File: config.mk
export PLATFORM = sky130hd
export DESIGN_NAME = stop_wait_arq_sender_top
export DESIGN_NICKNAME = d
export VERILOG_FILES = /design/src/design/swarq_pkg.sv /design/src/design/stop_wait_arq_sender_top.sv
export VERILOG_INCLUDE_DIRS = /design/src /design/src/design
export SDC_FILE = /design/constraint.sdc
export NUM_CORES = 1
export LEC_CHECK = 0
export ABC_AREA = 1
export BUFFER_PORTS_ARGS = -buffer_cell sky130_fd_sc_hd__buf_2
export CAP_MARGIN = 20
export CORE_MARGIN = 1
export CORE_UTILIZATION = 62
export CTS_CLUSTER_DIAMETER = 60
export CTS_CLUSTER_SIZE = 30
export DETAILED_ROUTE_END_ITERATION = 8
export GPL_TIMING_DRIVEN = 0
export PLACE_DENSITY_LB_ADDON = 0.1
export SKIP_CTS_REPAIR_TIMING = 1
export SYNTH_ARGS = -nofsm -noshare
export SYNTH_HDL_FRONTEND = slang
export SYNTH_SLANG_ARGS = --single-unit
File: constraint.sdc
create_clock -name aclk -period 5.7 [get_ports aclk]
set_input_delay 0.855 -clock aclk [delete_from_list [all_inputs] [get_ports aclk]]
set_output_delay 0.855 -clock aclk [all_outputs]
set_load 0.02 [all_outputs]
File: src/design/stop_wait_arq_sender_top_defines.svh
// Assertion macros for the stop-and-wait ARQ sender.
// Included by files that carry concurrent assertions; no other dependencies.
`ifndef STOP_WAIT_ARQ_SENDER_TOP_DEFINES_SVH
`define STOP_WAIT_ARQ_SENDER_TOP_DEFINES_SVH

// Same-cycle implication, disabled while reset is active.
`define SWARQ_ASSERT_NOW(label, clk, rstn, ante, cons, msg) \
    label: assert property (@(posedge clk) disable iff (!(rstn)) (ante) |-> (cons)) \
        else $error(msg);

// Next-cycle implication, disabled while reset is active.
`define SWARQ_ASSERT_NEXT(label, clk, rstn, ante, cons, msg) \
    label: assert property (@(posedge clk) disable iff (!(rstn)) (ante) |=> (cons)) \
        else $error(msg);

`endif

File: src/design/swarq_pkg.sv
// Types and codes shared by the stop-and-wait ARQ sender.
// No dependencies.
package swarq_pkg;

    // Event opcodes.
    localparam logic [1:0] OP_SEND  = 2'd0;
    localparam logic [1:0] OP_FRAME = 2'd1;
    localparam logic [1:0] OP_TICK  = 2'd2;

    // Result actions.
    localparam logic [2:0] ACT_NONE    = 3'd0;
    localparam logic [2:0] ACT_NEW     = 3'd1;
    localparam logic [2:0] ACT_TIMEOUT = 3'd2;
    localparam logic [2:0] ACT_FAST    = 3'd3;
    localparam logic [2:0] ACT_DONE    = 3'd4;
    localparam logic [2:0] ACT_REJECT  = 3'd5;

    // Configuration register indexes.
    localparam logic CFG_DUP_ACK_LIMIT = 1'b0;
    localparam logic CFG_TIMEOUT_TICKS = 1'b1;

    // Configuration reset values.
    localparam logic [7:0]  DUP_ACK_LIMIT_RST = 8'd3;
    localparam logic [15:0] TIMEOUT_TICKS_RST = 16'd1000;

    // Input event item.
    typedef struct packed {
        logic [1:0] opcode;
        logic [7:0] payload_len;
        logic       crc_ok;
        logic       is_ack;
        logic [7:0] ack_seq;
    } in_item_t;

    // Result item.
    typedef struct packed {
        logic [2:0] action;
        logic       frame_seq;
        logic [7:0] frame_len;
        logic       busy_res;
    } out_item_t;

endpackage

File: src/design/stop_wait_arq_sender_top.sv
// An accepted item waits in the input register for a free result slot; then its result is registered.
// One item per cycle unless results stall; the whole state update fits between the two registers.
// A stalled result does not block the input register until the next item needs the result slot.
// Reset: aresetn is synchronous and active low; it clears the ARQ state and the valid flags
// and loads the configuration defaults (duplicate ack limit 3, timeout 1000 ticks).
`include "stop_wait_arq_sender_top_defines.svh"

module stop_wait_arq_sender_top
    import swarq_pkg::*;
#(
    parameter int MAX_PAYLOAD = 128
) (
    input  logic        aclk,
    input  logic        aresetn,
    input  logic        cfg_wr_en,
    input  logic        cfg_index,
    input  logic [15:0] cfg_wdata,
    input  logic        s_valid,
    output logic        s_ready,
    input  in_item_t    s_data,
    output logic        m_valid,
    input  logic        m_ready,
    output out_item_t   m_data
);

    localparam logic [7:0] MaxLen = 8'(MAX_PAYLOAD);

    logic        in_valid_reg;
    in_item_t    in_data_reg;
    logic        out_valid_reg;
    out_item_t   out_data_reg;

    logic [7:0]  dup_ack_limit_reg;
    logic [15:0] timeout_ticks_reg;

    logic        seq_bit_reg, seq_bit_next;
    logic        waiting_reg, waiting_next;
    logic [7:0]  stored_len_reg, stored_len_next;
    logic [7:0]  dup_count_reg, dup_count_next;
    logic [15:0] tick_count_reg, tick_count_next;

    out_item_t   res;
    logic        fire;
    logic [7:0]  len_sat;
    logic [15:0] tick_inc;

    // The held item is processed when the result slot is free or being emptied.
    assign fire    = in_valid_reg && (!out_valid_reg || m_ready);
    assign s_ready = !in_valid_reg || fire;
    assign m_valid = out_valid_reg;
    assign m_data  = out_data_reg;

    assign len_sat  = (in_data_reg.payload_len > MaxLen) ? MaxLen : in_data_reg.payload_len;
    assign tick_inc = tick_count_reg + 16'd1;

    // Event handling against the current ARQ state.
    always_comb begin
        seq_bit_next    = seq_bit_reg;
        waiting_next    = waiting_reg;
        stored_len_next = stored_len_reg;
        dup_count_next  = dup_count_reg;
        tick_count_next = tick_count_reg;
        res.action      = ACT_NONE;
        res.frame_seq   = 1'b0;
        res.frame_len   = 8'd0;
        res.busy_res    = waiting_reg;
        case (in_data_reg.opcode)
            OP_SEND: begin
                if (waiting_reg) begin
                    res.action = ACT_REJECT;
                end else begin
                    stored_len_next = len_sat;
                    waiting_next    = 1'b1;
                    dup_count_next  = 8'd0;
                    tick_count_next = 16'd0;
                    res.action      = ACT_NEW;
                    res.frame_seq   = seq_bit_reg;
                    res.frame_len   = len_sat;
                    res.busy_res    = 1'b1;
                end
            end
            OP_FRAME: begin
                if (waiting_reg) begin
                    if (!in_data_reg.crc_ok || !in_data_reg.is_ack) begin
                        // A corrupt or non-ack frame is handled like a timeout.
                        tick_count_next = 16'd0;
                        res.action      = ACT_TIMEOUT;
                        res.frame_seq   = seq_bit_reg;
                        res.frame_len   = stored_len_reg;
                    end else if (in_data_reg.ack_seq == {7'd0, seq_bit_reg}) begin
                        seq_bit_next = ~seq_bit_reg;
                        waiting_next = 1'b0;
                        res.action   = ACT_DONE;
                        res.busy_res = 1'b0;
                    end else if (dup_count_reg == dup_ack_limit_reg) begin
                        dup_count_next  = 8'd0;
                        tick_count_next = 16'd0;
                        res.action      = ACT_FAST;
                        res.frame_seq   = seq_bit_reg;
                        res.frame_len   = stored_len_reg;
                    end else begin
                        dup_count_next = dup_count_reg + 8'd1;
                    end
                end
            end
            OP_TICK: begin
                if (waiting_reg) begin
                    if (tick_inc >= timeout_ticks_reg) begin
                        tick_count_next = 16'd0;
                        res.action      = ACT_TIMEOUT;
                        res.frame_seq   = seq_bit_reg;
                        res.frame_len   = stored_len_reg;
                    end else begin
                        tick_count_next = tick_inc;
                    end
                end
            end
            default: begin
                res.action = ACT_NONE;
            end
        endcase
    end

    // Control state, configuration and ARQ state.
    always_ff @(posedge aclk) begin
        if (!aresetn) begin
            in_valid_reg      <= 1'b0;
            out_valid_reg     <= 1'b0;
            dup_ack_limit_reg <= DUP_ACK_LIMIT_RST;
            timeout_ticks_reg <= TIMEOUT_TICKS_RST;
            seq_bit_reg       <= 1'b0;
            waiting_reg       <= 1'b0;
            stored_len_reg    <= 8'd0;
            dup_count_reg     <= 8'd0;
            tick_count_reg    <= 16'd0;
        end else begin
            if (s_ready) begin
                in_valid_reg <= s_valid;
            end
            if (fire) begin
                out_valid_reg <= 1'b1;
            end else if (m_ready) begin
                out_valid_reg <= 1'b0;
            end
            if (cfg_wr_en) begin
                if (cfg_index == CFG_DUP_ACK_LIMIT) begin
                    dup_ack_limit_reg <= cfg_wdata[7:0];
                end else begin
                    timeout_ticks_reg <= cfg_wdata;
                end
            end
            if (fire) begin
                seq_bit_reg    <= seq_bit_next;
                waiting_reg    <= waiting_next;
                stored_len_reg <= stored_len_next;
                dup_count_reg  <= dup_count_next;
                tick_count_reg <= tick_count_next;
            end
        end
    end

    // Payload registers.
    always_ff @(posedge aclk) begin
        if (s_valid && s_ready) begin
            in_data_reg <= s_data;
        end
        if (fire) begin
            out_data_reg <= res;
        end
    end

    // Checks on the ARQ logic.
    `SWARQ_ASSERT_NOW(a_len_bound, aclk, aresetn, m_valid, m_data.frame_len <= MaxLen,
        "frame length above maximum payload")
    `SWARQ_ASSERT_NOW(a_tx_busy, aclk, aresetn,
        m_valid && (m_data.action == ACT_NEW || m_data.action == ACT_TIMEOUT
            || m_data.action == ACT_FAST),
        m_data.busy_res, "transmit result while not waiting")
    `SWARQ_ASSERT_NOW(a_done_clean, aclk, aresetn, m_valid && m_data.action == ACT_DONE,
        !m_data.busy_res && m_data.frame_len == 8'd0 && !m_data.frame_seq,
        "done result carries frame fields")
    `SWARQ_ASSERT_NEXT(a_seq_hold, aclk, aresetn, !(fire && res.action == ACT_DONE),
        $stable(seq_bit_reg), "sequence bit changed without completion")
    `SWARQ_ASSERT_NEXT(a_send_waits, aclk, aresetn, fire && in_data_reg.opcode == OP_SEND,
        waiting_reg, "send request left the sender idle")

endmodule

-- Yosys cells after proc, flatten, opt, wreduce, memory -nomap -nowiden
Cells that the tools add are included.
- add/subtract/negate cells: 2
- order comparisons: 2
- equality and inequality tests: 11
- muxes and demuxes: 33
- bitwise gates (word level): 4
- reductions and logical operators: 20
- operators by type and width (cell ; number):
    two-way mux 16 bit ; 7
    two-way mux 8 bit ; 6
    one-hot mux 16 bit (3 select lines) ; 1
    two-way mux 11 bit ; 3
    one-hot mux 9 bit (3 select lines) ; 1
    adder 16 x 1 -> 16 bit (second input constant) ; 1
    greater-or-equal comparator 16 bit ; 1
    one-hot mux 8 bit (2 select lines) ; 1
    two-way mux 13 bit ; 1
    two-way mux 12 bit ; 1
    two-way mux 10 bit ; 1
    inequality test 2 bit (second input constant) ; 5
    two-way mux 9 bit ; 1
    one-hot mux 3 bit (3 select lines) ; 1
    adder 8 x 1 -> 8 bit (second input constant) ; 1
    == test 8 x 1 -> 1 bit ; 1
    == test 8 bit ; 1
    greater-than comparator 8 bit (second input constant) ; 1
    AND reduction 7 bit ; 1
    two-way mux 3 bit ; 2
    inequality test 3 bit (second input constant) ; 2
    AND reduction 2 bit ; 3
    AND reduction 6 bit ; 1
    two-way mux 1 bit ; 5
    12 further kinds ; 23
- flip-flop bits (word level): 93
- output and inout bits: 15

-- Depth between registers and ports, before layout
Gate-level depths: netlist (run 1).
- word-level depth: 6
- depth in mapped cells: 19
- depth with buffers taken out: 19

-- Worst setup path before layout (run 1)
OpenSTA, ideal clock, no wires.
- kind: register -> register
- start point: register tick_count_reg[0]
- end point: register tick_count_reg[8]
- data arrival time: 2.443 ns
- data required time: 5.630 ns
- setup slack: 3.186 ns
- stages on the path, launching flop included: 16
- path buffers: 1
- path through: dfxtp_1 -> inv_1 -> nor2_2 -> nand3b_1 -> nor2_1 -> nand3_1 -> xnor2_2 -> ha_1 -> a21oi_1 -> o21ai_0 -> nor2_1 -> nand3_1 -> nor2_8 -> buf_8 -> nand2_2 -> a21oi_2
- word-level cells in the longest chain between the ends: 5
- RTL lines (what ; RTL line ; text):
    start: declaration ; stop_wait_arq_sender_top.sv:40 ; logic [15:0] tick_count_reg, tick_count_next;
    start signal: assignment ; stop_wait_arq_sender_top.sv:157 ; tick_count_reg <= tick_count_next;
    adder 16 x 1 -> 16 bit * ; stop_wait_arq_sender_top.sv:54 ; assign tick_inc = tick_count_reg + 16'd1;
    greater-or-equal comparator 16 bit ; stop_wait_arq_sender_top.sv:108 ; if (tick_inc >= timeout_ticks_reg) begin
    two-way mux 16 bit * ; stop_wait_arq_sender_top.sv:108 ;
    two-way mux 16 bit * ; stop_wait_arq_sender_top.sv:107 ; if (waiting_reg) begin
    one-hot mux 16 bit (3 select lines) * ; stop_wait_arq_sender_top.sv:67 ; case (in_data_reg.opcode)
Every way passes the cells marked *; elsewhere a longest branch is shown, timed or not. The select of a mux whose other input is x is not followed.
A chain may end at the register's enable or synchronous reset.

-- Final worst setup path (run 1)
Ends and elaborated chain as after synthesis.

==> results of run 1 <==
[Yosys cell counts (all sizes together), types with 2 or more instances]
library cell	count	area, um2
xnor2	12	113
nor3	7	40.0
dfxtp	60	1200
clkinv	2	7.51
xor2	17	149
nand2	141	569
nor3b	3	37.5
o211ai	7	52.6
a21oi	38	235
inv	71	267
edfxtp	33	991
clkbuf	7	26.3
nor2	73	298
buf	4	31.3
o21ai	32	164
ha	18	225
nand3	20	105
nand4	5	31.3
[layout make-up]
cell class | count | area [um2]
Clock inverter | 6 | 87.6
Buffer | 11 | 57.6
Sequential cell | 93 | 2190
Tap cell | 96 | 120
Timing Repair Buffer | 56 | 280
Fill cell | 534 | 1780
Clock buffer | 10 | 128
Inverter | 73 | 274
Multi-Input combinational cell | 379 | 2060
[path summary, 6_finish.rpt]
kind	slack, ns	to	depth (start not counted)
worst max-delay path	2.69	tick_count_reg[8]$_SDFFE_PN0P_	15
worst min register to register	0.47	timeout_ticks_reg[14]$_SDFFE_PN0P_	2
worst min-delay path	0.47	timeout_ticks_reg[14]$_SDFFE_PN0P_	2
worst max register to register	2.69	tick_count_reg[8]$_SDFFE_PN0P_	15
[through the flow]
stage           util  instances  cell area, um2  hold WS (ns)
2_1_floorplan      -        556            4590         0.435
3_3_place_gp   0.715        708            4990         0.452
3_5_place_dp   0.715        708            4990         0.454
4_1_cts        0.745        724            5200         0.468
5_1_grt        0.745        724            5200         0.489
6_report       0.745        724            5200         0.466
[logic make-up after synthesis]
| family | synth area share |
|---|---|
| and+or+nand+nor | 0.240 |
| buffers and inverters | 0.0723 |
| xor gates and xnor gates | 0.0570 |
| adders and majority gates | 0.0491 |
| AOI/OAI and AO/OA | 0.104 |
| DFF | 0.478 |
[worst max-delay path: stages (launching register included)]
cell and delay (ns):
dfxtp_1 0.41, inv_1 0.09, nor2_2 0.20, nand3b_1 0.19, nor2_1 0.24, nand3_1 0.16
xnor2_2 0.21, ha_1 0.29, a21oi_1 0.14, o21ai_0 0.12, nor2_1 0.15, nand3_1 0.19
nor2_8 0.21, buf_8 0.17, nand2_2 0.06, a21oi_2 0.12
[power breakdown]
part	switching, mW	internal, mW	total [mW]	leakage (nW)
registers	0.0133	0.716	0.729	0.808
logic	0.0764	0.0419	0.118	1.41
clock network	0.227	0.246	0.473	0.100
total	0.316	1.00	1.32	2.32
[metal layers]
metal	track usage	share of wire	routed length [um]	up-vias
met3	0.0631	0.056	519	13
met5	0	0	0	-
li1	-	-	-	1917
met1	0.317	0.45	4110	1708
met2	0.450	0.48	4440	109
met4	0.0880	0.015	136	0
==> impl_metrics.tcl, run 1 <==
set metrics [dict create \
    place_ws_ns 2.75 \
    setup_viol 0 \
    slew_headroom 0.546 \
    hold_path.class "reg2reg" \
    finalCriticalPeriod_ns 3.01 \
    crit_start "tick_count_reg[0]$_SDFFE_PN0P_" \
    via_per_inst 5.18 \
    power_mw 1.32 \
    synth_cell_types 38 \
    cts_buffers 9 \
    drt-initial-drc-count 151 \
    start_util 0.657 \
    htree_levels 3 \
    antenna_found_initial 0 \
    die_area_um2 7750 \
    post-route-drc-count 0 \
    ys_ff_latch 93 \
    grt_pass1_wl_um 15300 \
    syn_avg_cell_area_um2 8.25 \
    slew_violations 0 \
    grt_start_max_net_pins 21 \
    portBuffers 56 \
    drt-total-wl_um 9200 \
    hold_start "timeout_ticks_reg[14]$_SDFFE_PN0P_" \
    final_cell_mix "nand2_1 (127), nor2_1 (69), inv_1 (66)" \
    antenna_cells 0 \
    max_cap_viol_count 0 \
    cts_tree "yes" \
    layout-drive-gt1-share 0.182 \
    place_congestion 0.930 \
    dieHeight_um 88.0 \
    tns_ns 0 \
    num_vias 3747 \
    p_per_area_nw_per_um2 254 \
    worstPathArrival_ns 3.29 \
    status "completed" \
    period_share 0.527 \
    hold_viol 0 \
    p_leak_nw 2.32 \
    worst_setup_path_start_kind "flip-flop" \
    synth-edff-count 33 \
    endpoint_kind "flip-flop" \
    coreArea_um2 6980 \
    overflow 0 \
    path_max_fanout 10 \
    clock.fmax_mhz 333 \
    postSynthCellCount 556 \
    clockRootBuffer "clkbuf_8" \
    yosysSeqAreaShare 0.478 \
    rsz0062_at_grt "no" \
    hpwl_um 6950 \
    skew_ns 0.0113 \
    clock_path_buffers 2 \
    worst_pin_slew_ns 0.681 \
    syn2layout_area_growth_pct 13.4 \
    cts_sinks 93 \
    cp.required_ns 5.98 \
    ioPinCount 57 \
    dieWidth_um 88.0 \
    grt_pass1_vias 3555 \
    rows 30 \
    syn-num-nets 616 \
    grt_usage 0.260 \
    drtAntennaViolNets 0 \
    ys.flop_type "dfxtp_1" \
    crit_type "reg2reg" \
    layout_commonest_cell "nand2_1" \
    largest_reg_flops 20 \
    ys_warn_count 0 \
    avgRoutedWirePerCell_um 12.7 \
    insertion_delay_ns 0.36 \
    vdd_ir_drop_max_mv 0.221 \
    drt_first_pass_iters 5 \
    setup_ws_ns 2.69 \
    layout.nets 683 \
    rr_startpoint "tick_count_reg[0]$_SDFFE_PN0P_" \
    synthArstFlopShare 0 \
    syn_area_um2 4590 \
    clk_pin_slew_ns 0.09 \
]
Power figures use the tool's default switching activity.
==> run 2: changes to the inputs <==
--- a/config.mk
+++ b/config.mk
@@ -6,11 +6,11 @@
 export SDC_FILE = /design/constraint.sdc
 export NUM_CORES = 1
 export LEC_CHECK = 0
-export ABC_AREA = 1
+export ABC_AREA = 0
 export BUFFER_PORTS_ARGS = -buffer_cell sky130_fd_sc_hd__buf_2
 export CAP_MARGIN = 20
 export CORE_MARGIN = 1
-export CORE_UTILIZATION = 62
+export CORE_UTILIZATION = 58
 export CTS_CLUSTER_DIAMETER = 60
 export CTS_CLUSTER_SIZE = 30
 export DETAILED_ROUTE_END_ITERATION = 8
==> constraint.sdc (replaced) <==
create_clock -name aclk -period 2.9 [get_ports aclk]
set_input_delay 0.435 -clock aclk [delete_from_list [all_inputs] [get_ports aclk]]
set_output_delay 0.435 -clock aclk [all_outputs]
set_load 0.02 [all_outputs]
==> run 2 against run 1 <==
Effect of this change: the run now ends with setup timing left; flip-flop and latch count unchanged; clock-buffer cell count unchanged; non-clock buffer count increased by 37; synthesized area decreased by 3.0%; register-to-register slack got worse by 3.2 ns; sequential share of layout area decreased by 1.8 points; largest power group unchanged; highest routed layer unchanged.
==> impl_metrics.tcl, run 2 <==
set metrics [dict create \
    hpwl_um 7080 \
    post-route-drc-count 0 \
    layout-drive-gt1-share 0.271 \
    slew_violations 0 \
    cp.required_ns 3.01 \
    layout.nets 615 \
    slowest_stage "nor4b_4" \
    worst_setup_path_start_kind "flip-flop" \
    crit_chain "ha_4, nand3_4, nor2_4, nand4_1, xnor2_2, ha_1, buf_4, nand4_1, or4_1, a221oi_2, nor4b_4, o32ai_4, buf_12, a22o_1" \
    clk_pin_slew_ns 0.09 \
    endpoint_kind "flip-flop" \
    syn-num-nets 517 \
    yosysSeqAreaShare 0.493 \
    cts_sinks 93 \
    place_ws_ns -0.610 \
    crit_type "reg2reg" \
    ioPinCount 57 \
    antenna_found_initial 0 \
    dieWidth_um 89.6 \
    place_congestion 0.839 \
    placedCellCount 613 \
    ys.flop_type "dfxtp_1" \
    rsz0062_at_grt "yes" \
    crit_start "tick_count_reg[0]$_SDFFE_PN0P_" \
    path_max_fanout 6 \
    hold_viol 0 \
    period_share 1.18 \
    rr_startpoint "tick_count_reg[0]$_SDFFE_PN0P_" \
    synth-edff-count 33 \
    ys_warn_count 0 \
    p_leak_nw 2.26 \
    synthArstFlopShare 0 \
    clock.fmax_mhz 292 \
    slew_headroom 0.443 \
    drt-total-wl_um 10600 \
    syn_avg_cell_area_um2 9.74 \
    grt_pass1_vias 3225 \
    largest_reg_flops 20 \
    synthTopCellsByArea "dfxtp_1 (27%), edfxtp_1 (22%), nand2_1 (6.1%)" \
    via_per_inst 5.69 \
    vdd_ir_drop_max_mv 0.331 \
    grt_pass1_wl_um 15400 \
    max_cap_viol_count 0 \
    rows 31 \
    slowest_delay_ns 0.53 \
    drt_first_pass_iters 5 \
    coreArea_um2 7330 \
    insertion_delay_ns 0.36 \
    syn2layout_area_growth_pct 23.6 \
    synth.cells.most_frequent "nand2_1 (72), dfxtp_1 (60), nor2_1 (37)" \
    postSynthCellCount 457 \
    clockRootBuffer "clkbuf_8" \
    setup_ws_ns -0.525 \
    avgRoutedWirePerCell_um 16.1 \
    yosys.area.top_type_share 0.270 \
    die_area_um2 8030 \
    drtAntennaViolNets 0 \
    worstPathArrival_ns 3.53 \
    dieHeight_um 89.6 \
    finalCriticalPeriod_ns 3.42 \
    portBuffers 56 \
    grt_start_max_net_pins 21 \
    status "finished with violations" \
    overflow 0 \
    syn_area_um2 4450 \
    hold_path.class "in2reg" \
    p_per_area_nw_per_um2 441 \
    drt-initial-drc-count 200 \
    setup_viol 26 \
    cts_buffers 9 \
    yosysMostFrequentCell "nand2_1" \
    tns_ns -10.62 \
    yosys.area.top_type "dfxtp_1" \
    path_buf_inv 2 \
    cp_top_family "simple AND/OR/NAND/NOR gates" \
    htree_levels 3 \
    final_cell_mix "nand2_1 (70), buf_2 (58), dfxtp_1 (52)" \
    worst_pin_slew_ns 0.835 \
    grt_usage 0.258 \
    antenna_cells 0 \
    ys_ff_latch 93 \
    layout_commonest_cell "nand2_1" \
    start_util 0.607 \
    hold_start "s_data[5]" \
    clock_path_buffers 2 \
    violations "setup timing" \
    synth_cell_types 57 \
    skew_ns 0.0102 \
    path_common_cell "nand4_1" \
    cts_tree "yes" \
    num_vias 3750 \
    final_cell_count_no_fill 659 \
]
## run 2: final cells by class
| type | instances | area, um2 |
|---|---|---|
| Clock buffer | 10 | 128 |
| Fill cell | 510 | 1830 |
| Multi-Input combinational cell | 326 | 2270 |
| Buffer | 16 | 71.3 |
| Inverter | 21 | 78.8 |
| Clock inverter | 6 | 47.5 |
| Tap cell | 99 | 124 |
| Timing Repair Buffer | 88 | 562 |
| Sequential cell | 93 | 2220 |
## run 2: worst paths after layout
path / to / slack [ns] / depth (start not counted)
min reg2reg: timeout_ticks_reg[14]$_SDFFE_PN0P_ / 0.47 / 2
max: m_data[8]$_DFFE_PP_ / -0.52 / 14
min: in_data_reg[5]$_DFFE_PP_ / 0.25 / 1
max reg2reg: m_data[8]$_DFFE_PP_ / -0.52 / 14
## run 2: logic make-up after synthesis
kind of cell	synth area share
AO/OA/AOI/OAI	0.123
AND/OR/NAND/NOR	0.220
flip-flops	0.493
buffers and inverters	0.0360
multiplexers	0.0157
adder cells (fa/ha/maj)	0.0506
XOR/XNOR	0.0610
## run 2: through the flow
stage                     hold WS [ns]  instance area, um2   util  total power, mW
after global routing             0.221                5500  0.750             2.52
final                            0.246                5500  0.750             2.43
after global placement           0.444                4920  0.672             1.64
after floorplan                  0.436                4520      -             1.57
after CTS                        0.232                5110  0.697             2.43
after detailed placement         0.452                4930  0.673             1.65
## run 2: layer usage
metal	track usage	vias up	share of wire
met5	0	-	0
met4	0.0794	0	0.019
met3	0.0576	18	0.055
met2	0.408	112	0.48
met1	0.353	1801	0.44
li1	-	1819	-
## run 2: power breakdown
part,internal [mW],switching [mW],leakage (nW)
logic,0.0794,0.136,1.36
registers,1.39,0.0238,0.813
clock network,0.319,0.474,0.0808
